**src/pbfs_pkg.sv**
```systemverilog
// shared constants, codes and types of the packed 3-bit field store
package pbfs_pkg;

    localparam int STORE_BYTES = 64;
    localparam int ENTRY_BITS  = 3;
    localparam int BYTE_AW     = $clog2(STORE_BYTES);
    localparam int BANK_DEPTH  = STORE_BYTES / 2;
    localparam int BANK_AW     = $clog2(BANK_DEPTH);
    // bit address space of the configuration: reserved_bytes (7 bits) times 8
    localparam int BIT_W       = 10;
    localparam int WIN_W       = 16;
    localparam int SH_W        = 4;

    localparam logic [ENTRY_BITS-1:0] ENTRY_MASK = '1;
    localparam logic [7:0]            OOR_PIECE_RESET = 8'd7;

    typedef enum logic [1:0] {
        OP_READ_ENTRY  = 2'd0,
        OP_WRITE_ENTRY = 2'd1,
        OP_CLEAR_PAD   = 2'd2,
        OP_READ_BYTE   = 2'd3
    } t_op;

    typedef enum logic [1:0] {
        CFG_TOTAL_POSITIONS = 2'd0,
        CFG_RESERVED_BYTES  = 2'd1,
        CFG_OOR_PIECE       = 2'd2
    } t_cfg_idx;

    typedef enum logic {
        S_IDLE = 1'b0,
        S_MOD  = 1'b1
    } t_state;

endpackage

```
**src/packed_3bit_field_store.sv**
```systemverilog
// top level of the packed 3-bit field store: control, address math and merge
//
//  channel    | signals                                              | timing
//  -----------+------------------------------------------------------+-------------------
//  command    | start, busy, i_operation, i_position, i_value,       | taken at start & !busy
//             | i_byte_index                                         |
//  result     | o_strobe, o_piece, o_byte_data, o_out_of_range       | one cycle, no stall
//  config     | i_cfg_we, i_cfg_index, i_cfg_data                    | taken at i_cfg_we
//
// the accept cycle of a transaction issues reads to the even and odd byte banks, the next
// cycle merges and writes back while busy holds off new commands; the result strobes in
// the cycle after, while the next command may already be taken.
// i_rst_n is synchronous; the store reads as zero right after reset through per-byte
// valid flags, so no clearing pass is needed. the result side cannot stall.
module packed_3bit_field_store
    import pbfs_pkg::*;
(
    input  logic       i_clk,
    input  logic       i_rst_n,
    input  logic       start,
    output logic       busy,
    input  logic [1:0] i_operation,
    input  logic [7:0] i_position,
    input  logic [2:0] i_value,
    input  logic [5:0] i_byte_index,
    input  logic       i_cfg_we,
    input  logic [1:0] i_cfg_index,
    input  logic [7:0] i_cfg_data,
    output logic       o_strobe,
    output logic [7:0] o_piece,
    output logic [7:0] o_byte_data,
    output logic       o_out_of_range
);

    // configuration
    logic [7:0] r_total;
    logic [6:0] r_reserved;
    logic [7:0] r_oor_piece;

    // control
    t_state r_state, n_state;
    logic   c_accept;

    // accept-cycle address math
    logic [BIT_W-1:0]   c_need, c_have, c_pad, c_pos3, c_bit;
    logic               c_cfg_ok, c_pos_ok, c_flag;
    logic [BYTE_AW-1:0] c_idx;
    logic [BANK_AW-1:0] c_e_addr, c_o_addr;
    logic [BYTE_AW:0]   c_idx_p1;

    // per-transaction registers
    t_op                r_op;
    logic               r_flag;
    logic [BYTE_AW-1:0] r_idx;
    logic [2:0]         r_off;
    logic [2:0]         r_value;
    logic [BIT_W-4:0]   r_whole;
    logic [2:0]         r_loose;
    logic [BANK_AW-1:0] r_e_addr, r_o_addr;

    // store
    logic [STORE_BYTES-1:0] r_valid, n_valid;
    logic [7:0]             e_rdata, o_rdata;
    logic                   we_e, we_o;
    logic [7:0]             wd_e, wd_o;

    // merge
    logic [BYTE_AW-1:0] idx_p1;
    logic               lo_ok;
    logic [7:0]         hi, lo, hi_raw, lo_raw;
    logic [WIN_W-1:0]   win, win_sh, mask, new_win;
    logic [SH_W-1:0]    sh;
    logic               we_hi, we_lo;
    logic [7:0]         n_hi, n_lo;

    // results
    logic [7:0] r_piece, n_piece;
    logic [7:0] r_byte_data, n_byte_data;
    logic       r_oor, n_oor;
    logic       r_strobe;

    assign c_accept = start && !busy;

    // configuration writes
    always_ff @(posedge i_clk) begin
        if (!i_rst_n) begin
            r_total     <= '0;
            r_reserved  <= '0;
            r_oor_piece <= OOR_PIECE_RESET;
        end else if (i_cfg_we) begin
            unique case (i_cfg_index)
                CFG_TOTAL_POSITIONS: r_total     <= i_cfg_data;
                CFG_RESERVED_BYTES:  r_reserved  <= i_cfg_data[6:0];
                CFG_OOR_PIECE:       r_oor_piece <= i_cfg_data;
                default: ;
            endcase
        end
    end

    // state machine
    always_ff @(posedge i_clk) begin
        if (!i_rst_n) begin
            r_state <= S_IDLE;
        end else begin
            r_state <= n_state;
        end
    end

    always_comb begin
        n_state = r_state;
        busy    = 1'b0;
        unique case (r_state)
            S_IDLE: begin
                if (start) begin
                    n_state = S_MOD;
                end
            end
            S_MOD: begin
                busy    = 1'b1;
                n_state = S_IDLE;
            end
            default: n_state = S_IDLE;
        endcase
    end

    // layout and address of the entry or byte touched
    always_comb begin
        c_need   = {2'b00, r_total} + {1'b0, r_total, 1'b0};
        c_have   = {r_reserved, 3'b000};
        c_cfg_ok = (32'(r_reserved) <= STORE_BYTES) && (c_need <= c_have);
        c_pad    = c_have - c_need;
        c_pos_ok = c_cfg_ok && (i_position < r_total);
        c_pos3   = {2'b00, i_position} + {1'b0, i_position, 1'b0};
        c_bit    = c_pad + c_pos3;
        case (t_op'(i_operation))
            OP_READ_ENTRY, OP_WRITE_ENTRY: begin
                c_idx  = c_bit[3 +: BYTE_AW];
                c_flag = !c_pos_ok;
            end
            OP_CLEAR_PAD: begin
                c_idx  = c_pad[3 +: BYTE_AW];
                c_flag = !c_cfg_ok;
            end
            default: begin
                c_idx  = i_byte_index[BYTE_AW-1:0];
                c_flag = !c_cfg_ok;
            end
        endcase
        // even bank holds the byte at or just after idx, odd bank likewise the other of the two
        c_idx_p1 = {1'b0, c_idx} + 1'b1;
        c_e_addr = c_idx_p1[1 +: BANK_AW];
        c_o_addr = c_idx[1 +: BANK_AW];
    end

    always_ff @(posedge i_clk) begin
        if (c_accept) begin
            r_op     <= t_op'(i_operation);
            r_flag   <= c_flag;
            r_idx    <= c_idx;
            r_off    <= c_bit[2:0];
            r_value  <= i_value;
            r_whole  <= c_pad[BIT_W-1:3];
            r_loose  <= c_pad[2:0];
            r_e_addr <= c_e_addr;
            r_o_addr <= c_o_addr;
        end
    end

    pbfs_ram #(
        .WIDTH (8),
        .DEPTH (BANK_DEPTH)
    ) u_even_bank (
        .i_clk   (i_clk),
        .i_we    (we_e),
        .i_waddr (r_e_addr),
        .i_wdata (wd_e),
        .i_raddr (c_e_addr),
        .o_rdata (e_rdata)
    );

    pbfs_ram #(
        .WIDTH (8),
        .DEPTH (BANK_DEPTH)
    ) u_odd_bank (
        .i_clk   (i_clk),
        .i_we    (we_o),
        .i_waddr (r_o_addr),
        .i_wdata (wd_o),
        .i_raddr (c_o_addr),
        .o_rdata (o_rdata)
    );

    // merge and write back
    always_comb begin
        idx_p1  = r_idx + 1'b1;
        lo_ok   = (r_idx != {BYTE_AW{1'b1}});
        hi_raw  = r_idx[0] ? o_rdata : e_rdata;
        lo_raw  = r_idx[0] ? e_rdata : o_rdata;
        hi      = r_valid[r_idx] ? hi_raw : 8'h00;
        lo      = (lo_ok && r_valid[idx_p1]) ? lo_raw : 8'h00;
        win     = {hi, lo};
        sh      = SH_W'(WIN_W - ENTRY_BITS) - {1'b0, r_off};
        win_sh  = win >> sh;
        mask    = WIN_W'(ENTRY_MASK) << sh;
        new_win = (win & ~mask) | (WIN_W'(r_value) << sh);

        we_hi       = 1'b0;
        we_lo       = 1'b0;
        n_hi        = new_win[15:8];
        n_lo        = new_win[7:0];
        n_valid     = r_valid;
        n_piece     = 8'h00;
        n_byte_data = 8'h00;
        n_oor       = r_flag;

        if (r_state == S_MOD) begin
            case (r_op)
                OP_READ_ENTRY: begin
                    n_piece = r_flag ? r_oor_piece : {5'b00000, win_sh[ENTRY_BITS-1:0]};
                end
                OP_WRITE_ENTRY: begin
                    we_hi = !r_flag;
                    we_lo = !r_flag && lo_ok;
                end
                OP_CLEAR_PAD: begin
                    if (!r_flag) begin
                        // whole padding bytes drop back to zero through their valid flags
                        for (int i = 0; i < STORE_BYTES; i++) begin
                            if (i < 32'(r_whole)) begin
                                n_valid[i] = 1'b0;
                            end
                        end
                        // partial byte keeps its low bits
                        if (r_loose != 3'd0 && 32'(r_whole) < STORE_BYTES) begin
                            we_hi = 1'b1;
                            n_hi  = hi & (8'hFF >> r_loose);
                        end
                    end
                end
                default: begin
                    n_byte_data = hi;
                end
            endcase
        end

        if (we_hi) begin
            n_valid[r_idx] = 1'b1;
        end
        if (we_lo) begin
            n_valid[idx_p1] = 1'b1;
        end

        we_e = r_idx[0] ? we_lo : we_hi;
        we_o = r_idx[0] ? we_hi : we_lo;
        wd_e = r_idx[0] ? n_lo : n_hi;
        wd_o = r_idx[0] ? n_hi : n_lo;
    end

    always_ff @(posedge i_clk) begin
        if (!i_rst_n) begin
            r_valid  <= '0;
            r_strobe <= 1'b0;
        end else begin
            r_valid  <= n_valid;
            r_strobe <= (r_state == S_MOD);
        end
    end

    always_ff @(posedge i_clk) begin
        if (r_state == S_MOD) begin
            r_piece     <= n_piece;
            r_byte_data <= n_byte_data;
            r_oor       <= n_oor;
        end
    end

    assign o_strobe       = r_strobe;
    assign o_piece        = r_piece;
    assign o_byte_data    = r_byte_data;
    assign o_out_of_range = r_oor;

`ifndef NO_ASSERTIONS
    a_mod_one_cycle: assert property (@(posedge i_clk) disable iff (!i_rst_n)
        (r_state == S_MOD) |=> (r_state == S_IDLE))
        else $error("merge stage held longer than one cycle");

    a_result_latency: assert property (@(posedge i_clk) disable iff (!i_rst_n)
        c_accept |-> ##2 o_strobe)
        else $error("result strobe missing two cycles after accept");

    a_strobe_source: assert property (@(posedge i_clk) disable iff (!i_rst_n)
        o_strobe |-> $past(r_state == S_MOD))
        else $error("result strobe without a finished transaction");

    a_no_idle_write: assert property (@(posedge i_clk) disable iff (!i_rst_n)
        (r_state == S_IDLE) |-> (!we_e && !we_o))
        else $error("bank write outside the merge stage");

    a_read_no_write: assert property (@(posedge i_clk) disable iff (!i_rst_n)
        ((r_state == S_MOD) && (r_op == OP_READ_ENTRY || r_op == OP_READ_BYTE || r_flag))
            |-> (!we_e && !we_o))
        else $error("store modified by a read or a flagged transaction");
`endif

endmodule

```
**src/pbfs_ram.sv**
```systemverilog
// generic single-write, single-read ram with registered read data
module pbfs_ram #(
    parameter int WIDTH = 8,
    parameter int DEPTH = 32
) (
    input  logic                     i_clk,
    input  logic                     i_we,
    input  logic [$clog2(DEPTH)-1:0] i_waddr,
    input  logic [WIDTH-1:0]         i_wdata,
    input  logic [$clog2(DEPTH)-1:0] i_raddr,
    output logic [WIDTH-1:0]         o_rdata
);

    logic [WIDTH-1:0] r_mem [DEPTH];
    logic [WIDTH-1:0] r_rdata;

    always_ff @(posedge i_clk) begin
        if (i_we) begin
            r_mem[i_waddr] <= i_wdata;
        end
        r_rdata <= r_mem[i_raddr];
    end

    assign o_rdata = r_rdata;

endmodule
```
**config.mk**
```make
export PLATFORM = sky130hd
export DESIGN_NAME = packed_3bit_field_store
export DESIGN_NICKNAME = d
export VERILOG_FILES = /design/src/pbfs_pkg.sv /design/src/packed_3bit_field_store.sv /design/src/pbfs_ram.sv
export SDC_FILE = /design/constraint.sdc
export NUM_CORES = 1
export LEC_CHECK = 0
export ABC_CLOCK_PERIOD_IN_PS = 7340
export BUFFER_PORTS_ARGS = -buffer_cell sky130_fd_sc_hd__buf_2
export CAP_MARGIN = 20
export CORE_ASPECT_RATIO = 0.5
export CORE_MARGIN = 4
export CORE_UTILIZATION = 53
export DETAILED_ROUTE_END_ITERATION = 8
export MAX_ROUTING_LAYER = met4
export PLACE_DENSITY = 0.69
export SETUP_SLACK_MARGIN = 0.02
export SYNTH_ARGS = -nofsm -noshare
export SYNTH_HDL_FRONTEND = slang
export SYNTH_HIERARCHICAL = 1
export SYNTH_SLANG_ARGS = --single-unit
```
**constraint.sdc**
```tcl
create_clock -name i_clk -period 7.34 [get_ports i_clk]
set_input_delay 0.367 -clock i_clk [delete_from_list [all_inputs] [get_ports i_clk]]
set_output_delay 0.367 -clock i_clk [all_outputs]
set_load 0.02 [all_outputs]
```
==> results of run 1 <==
## stage by stage
stage | area, um2 | utilization (%) | setup slack [ns] | hold slack, ns | total power (W)
CTS | 33280 | 59.41 | 1.048 | 0.002454 | 0.01135
finish | 33330 | 59.49 | 1.150 | 0.02412 | 0.01132
floorplan | 30300 | - | 1.652 | 0.4391 | 0.007285
global route | 33330 | 59.49 | 0.6763 | 0.01534 | 0.01178
detailed placement | 31440 | 56.13 | 1.042 | 0.4603 | 0.008372
global placement | 31440 | 56.13 | 1.141 | 0.4527 | 0.008321
## cell usage after synthesis (all sizes together), types with 21 or more instances
cell type	number
clkbuf	60
nor2b	32
and2	31
nand3	42
a21oi	58
o21ai	80
nor2	152
dfxtp	105
nand2	119
mux4	182
mux2i	44
ha	40
a22oi	45
nor3	21
mux2	35
buf	59
inv	45
o221ai	27
a21boi	42
edfxtp	559
## where the power goes
group / total (W) / internal [W] / switching (W)
logic: 0.00370 / 0.00167 / 0.00203
clock network: 0.00300 / 0.00160 / 0.00140
registers: 0.00462 / 0.00443 / 0.000194
total: 0.0113 / 0.00770 / 0.00362
## per-layer routing
metal  vias to the layer above  GRT usage (%)
li1                       8007              -
met5                         -              -
met1                      9397          38.01
met3                       158          5.363
met2                      1073          37.48
met4                         0          5.857
## final cells by class
type	count	area, um2
clock inverter	27	296.5
clock buffer	78	1514
fill	4259	22700
multi-input combinational	1184	10860
inverter	48	180.2
sequential	664	18890
tap	756	945.9
timing repair buffer	95	641.9
## critical path: stages (launching register included)
cell and delay (ns):
dfxtp_1 0.52, ha_1 0.23, inv_1 0.06, fa_1 0.39
xor2_1 0.18, ha_1 0.34, a31oi_1 0.28, xor2_1 0.30
fa_1 0.47, inv_1 0.07, ha_1 0.25, xnor2_1 0.16
nor2_1 0.08, a21oi_4 0.18, buf_4 0.64, buf_4 0.56
mux4_2 0.60, mux4_2 0.48, mux2_2 0.27
## path summary, 6_finish.rpt
kind / start / endpoint / slack (ns)
worst max-delay path: r_total[0] / u_odd_bank/o_rdata[6] / 1.15
worst min-delay path: i_cfg_data[7] / r_total[7] / 0.02
worst max register to register: r_total[0] / u_odd_bank/o_rdata[6] / 1.15
worst min register to register: r_oor_piece[2] / r_oor_piece[2] / 0.48
## sequential cells by signal (all words and copies together), names as in the netlist, 5 cells and up
| name | count |
|---|---|
| o_byte_data | 8 |
| o_piece | 8 |
| r_e_addr | 5 |
| r_idx | 6 |
| r_oor_piece | 8 |
| r_reserved | 7 |
| r_total | 8 |
| r_valid | 64 |
| r_whole | 7 |
| u_even_bank/o_rdata | 8 |
| u_even_bank/r_mem | 256 |
| u_odd_bank/o_rdata | 8 |
| u_odd_bank/r_mem | 256 |
## cell families (layout without fill, tap and decap cells)
kind of cell	Yosys count	count (layout)
XOR/XNOR	27	27
AND/OR/NAND/NOR	478	478
buffers and inverters	167	248
multiplexers	261	261
AO/OA/AOI/OAI	369	369
adder cells (fa/ha/maj)	49	49
flip-flops	664	664
## cell usage in the layout, fill, tap and decap left out, drive strengths merged, types with 44 or more instances in the layout
master	n
inv	48
mux4	182
edfxtp	559
mux2i	44
nand2	119
nor2	152
o21ai	80
a21oi	58
clkbuf	78
a22oi	45
dfxtp	105
buf	92
==> reports/qor.csv, run 1 <==
metric,value,unit
CTS root buffer,clkbuf_16,
Post-Synth Simple-Gate Area,7.582,%
First DRT Iteration DRCs,2667,
PostCTS Resize Cnt,0,
total CTS buffers,56,
Post-DRT Antenna Nets,0,
Yosys cell types,69,
post-synthesis compound-gate area fraction,8.263,%
CP max FO,40,
Worst Setup Start Kind,register,
Die H,177.1,um
area of the die,61290,um2
highest metal used,met4,
synthesized net count,2097,
Crit Path Class,reg -> reg,
largest family of logic cells by synthesized area,multiplexers,
top cell type's share of synthesized area,55.40,%
Post-Place Cells,2740,
gpl congestion,0.9721,
Yosys reg bits,664,
Final setup viols,0,
"Avg Cell Area, Syn",15.04,um2
depth of the most critical reg-to-reg path,18,
register area share after synthesis,62.34,%
antenna violations before repair,0,
Hold Fails Final Rpt,0,
WL met3,8273,um
clock latency on the worst-skew pair,0.64,ns
Pwr Density,339.6,nW/um2
residual DRC count,0,
GRT Residual Overflow,0,
async set-reset flop share out of synthesis,0,%
DR pass1 iterations,6,
hold_buf cts,3,
max cap viols,0,
crit path capture type,register,
final WL,77170,um
Core Region,56020,um2
die width,346.1,um
"top cells by area, synth","edfxtp_1, mux4_2, dfxtp_1",
largest net degree at the start of global routing,90,
routed len/inst,27.06,um
Tot GR Track Use,25.82,%
Layout Nets,2131,
post-synthesis mux area share,16.28,%
share of post-route cells with drive strength above 1,20.75,%
Initial Utilization,54.08,%
maximum vdd drop,0.2687,mV
CTS H-tree lvls,2,
Synth area leader,edfxtp_1,
RSZ-0062 raised after global routing,false,
P_leak,10.92,nW
Slew Limit Headroom,9.224,%
CTS Buffer Depth,3,
Mapped Cells,2015,
Synthesis Warnings,6,
CP Data Arrival Time,6.71,ns
fin crit share,84.34,%
Most used DFF post-synth,edfxtp_1,
Post-synth EDFFs,559,
Final Non-Filler Cells,2852,
type of the worst min-delay path,in -> reg,
Adder-Cell Fraction of Synth Area,2.246,%
Layout Skew,0.04175,ns
detailed-route vias per instance,6.534,
minimum clock period,6.190,ns
Final TNS setup,0,ns
area delta synth->final,9.989,%
XOR/XNOR share of the synthesized area,0.8672,%
vias in the first global route,17790,
Max Clk Rate,161.5,MHz
Max Slew Vio Count,0,
ANT cells,0,
status,finished clean,
Clock Sinks,664,
I/O Buffers,51,
FP Rows,61,
first-pass GRT wire length,115500,um
Worst Path Required,7.86,ns
CTS tree,built,
worst hold stages,3,
I/O pin cnt,52,
DRT met1 WL,32780,um
via count,18640,
DP HPWL,49860,um
postcts setup bufs,0,
clock transition at the registers of the reported paths,0.07,ns
met2 wire length,34190,um
Worst Tran Pin Value,1.362,ns
Mapped Area,30300,um2
Power figures use the tool's default switching activity.
==> run 2: changes to the inputs <==
ABC_AREA = 1   (was unset)
ABC_CLOCK_PERIOD_IN_PS = 5050   (was 7340)
PLACE_DENSITY = 0.72   (was 0.69)
clock period = 5.05 ns   (was 7.34 ns; I/O delays follow)
==> reports/qor.csv, run 2 <==
metric,value,unit,change
met1 Usage GRT,42.22,%,was 38.01%
clock latency on the worst-skew pair,0.64,ns,about the same
DR pass1 iterations,6,,unchanged
DP HPWL,60050,um,was 49860 um
Yosys reg bits,664,,unchanged
I/O Buffers,51,,unchanged
CTS tree,built,,unchanged
first-pass GRT wire length,141000,um,was 115500 um
I/O pin cnt,52,,unchanged
Slew Limit Headroom,17.48,%,was 9.224%
Initial Utilization,53.68,%,was 54.08%
"top cells by area, synth","edfxtp_1, nand2_1, nand3_1",,"was edfxtp_1, mux4_2, dfxtp_1"
crit path max-delay cell type,fa_1,,was buf_4
detailed-route vias per instance,5.911,,was 6.534
CTS Buffer Depth,3,,unchanged
FP Rows,63,,was 61
share of power burned in registers,32.5,%,was 40.8%
Max Slew Vio Count,0,,unchanged
CTS root buffer,clkbuf_16,,unchanged
Core Region,59360,um2,was 56020 um2
Worst path max stage delay,0.48,ns,was 0.64 ns
XOR/XNOR share of the synthesized area,0.5498,%,was 0.8672%
PnR worst setup slack,0.1763,ns,was 1.150 ns
Internal,0.01160,W,was 0.007697 W
met2 Track Usage GR,42.84,%,was 37.48%
Synth area leader,edfxtp_1,,unchanged
First DRT Iteration DRCs,3698,,was 2667
Final TNS setup,0,ns,unchanged
Worst Path Required,5.63,ns,was 7.86 ns
routed len/inst,21.88,um,was 27.06 um
Mapped Cells,3415,,was 2015
top-count cell post-synth,nand2_1,,was edfxtp_1
Final setup viols,0,,unchanged
CP bufs+invs,7,,was 4
"commonest cells after routing, fill and taps aside","nand2_1, edfxtp_1, nand3_1, nor2_1, inv_1",,"was edfxtp_1, mux4_2, nor2_1, nand2_1, dfxtp_1"
Pwr Density,569.2,nW/um2,was 339.6 nW/um2
clock transition at the registers of the reported paths,0.07,ns,about the same
synthesized net count,3497,,was 2097
"Avg Cell Area, Syn",9.329,um2,was 15.04 um2
pre-CTS worst setup slack,0.1012,ns,was 1.042 ns
area delta synth->final,11.85,%,was 9.989%
type of the worst min-delay path,in -> reg,,unchanged
Clock Sinks,664,,unchanged
Net Switching,0.008686,W,was 0.003621 W
GRT Residual Overflow,0,,unchanged
total CTS buffers,58,,was 56
status,finished clean,,unchanged
largest net degree at the start of global routing,130,,was 90
residual DRC count,0,,unchanged
Hold Fails Final Rpt,0,,unchanged
register area share after synthesis,59.29,%,was 62.34%
gpl congestion,0.9777,,was 0.9721
GR Util met3,5.065,%,was 5.363%
"commonest non-fill, non-tap cell in the layout",nand2_1,,was edfxtp_1
post-synthesis compound-gate area fraction,5.903,%,was 8.263%
Worst Tran Pin Value,1.233,ns,was 1.362 ns
Post-Synth Simple-Gate Area,26.35,%,was 7.582%
max cap viols,0,,unchanged
Max Clk Rate,205.2,MHz,was 161.5 MHz
crit path capture type,register,,unchanged
die width,354.7,um,was 346.1 um
top cell type's share of synthesized area,52.69,%,was 55.40%
final instance area,35640,um2,was 33330 um2
most instantiated cells after synthesis,"nand2_1, edfxtp_1, nand3_1",,"was edfxtp_1, mux4_2, nor2_1"
Worst Setup Start Kind,register,,unchanged
Worst path top cell family by delay,adder cells,,unchanged
Final Core Density,60.04,%,was 59.49%
area of the die,64340,um2,was 61290 um2
Layout Skew,0.03001,ns,was 0.04175 ns
Sw Ratio,42.82,%,was 31.99%
largest family of logic cells by synthesized area,simple AND/OR/NAND/NOR gates,,was multiplexers
maximum vdd drop,0.4171,mV,was 0.2687 mV
most crowded layer after global routing,met2,,was met1
Post-DRT Antenna Nets,0,,unchanged
post-synthesis mux area share,0,%,was 16.28%
Post-synth EDFFs,559,,unchanged
Layout Nets,3576,,was 2131
ANT cells,0,,unchanged
CTS H-tree lvls,2,,unchanged
CP max FO,8,,was 40
Placement Cell Area,33100,um2,was 31440 um2
Clk pwr share,21.8,%,was 26.5%
Most used DFF post-synth,edfxtp_1,,unchanged
share of post-route cells with drive strength above 1,9.825,%,was 20.75%
via count,25740,,was 18640
vias in the first global route,23200,,was 17790
minimum clock period,4.874,ns,was 6.190 ns
Crit Path Class,reg -> reg,,unchanged
fin crit share,96.51,%,was 84.34%
Die H,181.4,um,was 177.1 um
Synthesis Warnings,6,,unchanged
async set-reset flop share out of synthesis,0,%,unchanged
antenna violations before repair,0,,unchanged
Tot GR Track Use,29.21,%,was 25.82%
Yosys cell types,54,,was 69
P_leak,13.90,nW,was 10.92 nW
Adder-Cell Fraction of Synth Area,2.136,%,was 2.246%
CP Data Arrival Time,5.46,ns,was 6.71 ns
final WL,95260,um,was 77170 um
Crit path top cell by count,nand2_1,,was ha_1
largest registers,"u_even_bank/r_mem: 256 flops, u_odd_bank/r_mem: 256 flops, r_valid: 64 flops",,unchanged
Mapped Area,31860,um2,was 30300 um2
Fin Hold WS,0.02875,ns,was 0.02412 ns
Combinational Power Share,45.7,%,was 32.7%
-- run 2: cells by family after synthesis --
family / Yosys count
AOI/OAI and AO/OA: 323
xor gates and xnor gates: 20
adders and majority gates: 49
buffers and inverters: 349
DFF: 664
and+or+nand+nor: 2010
-- run 2: power groups by stage --
stage	Sequential (W)	Combinational [W]	Clock, W
2_1_floorplan	0.00658	0.00585	0
3_3_place_gp	0.00669	0.00822	0
3_5_place_dp	0.00669	0.00824	0
4_1_cts	0.00657	0.00830	0.00446
5_1_grt	0.00659	0.0100	0.00470
6_report	0.00658	0.00928	0.00442
-- run 2: routing by layer --
layer | vias to the layer above | part of all wire, % | wire (um)
li1 | 11770 | - | -
met1 | 12360 | 43 | 40810
met2 | 1401 | 44 | 41810
met3 | 204 | 10 | 9839
met4 | 0 | 2.9 | 2804
met5 | - | 0 | 0
-- run 2: per-stage QoR --
step | power [W] | std cells
finish | 0.02028 | 4354
global route | 0.02129 | 4354
CTS | 0.01934 | 4335
detailed placement | 0.01493 | 4212
global placement | 0.01492 | 4212
floorplan | 0.01243 | 3415
-- run 2: final timing paths --
| path | start | end | slack [ns] | depth (start not counted) |
|---|---|---|---|---|
| hold / removal | i_rst_n | r_oor_piece[2] | 0.03 | 2 |
| setup reg to reg | r_total[1] | u_even_bank/o_rdata[2] | 0.18 | 28 |
| hold reg to reg | r_oor_piece[6] | r_oor_piece[6] | 0.46 | 2 |
| setup / recovery | r_total[1] | u_even_bank/o_rdata[2] | 0.18 | 28 |
-- run 2: cell type report --
cell class | instances | area, um2
flip-flops and latches | 664 | 18890
clock buffers | 79 | 1622
well taps | 812 | 1016
clock inverters | 29 | 240.2
repair buffers | 187 | 1738
multi-input cells | 2402 | 11420
fillers | 4962 | 23720
inverters | 181 | 713.2
-- run 2: repair_timing --
item	CTS	global route
endpoints found under the hold margin	29	0
endpoints found under the setup margin	0	16
hold buffers	15	0
resized for setup	0	46
setup buffers	0	4
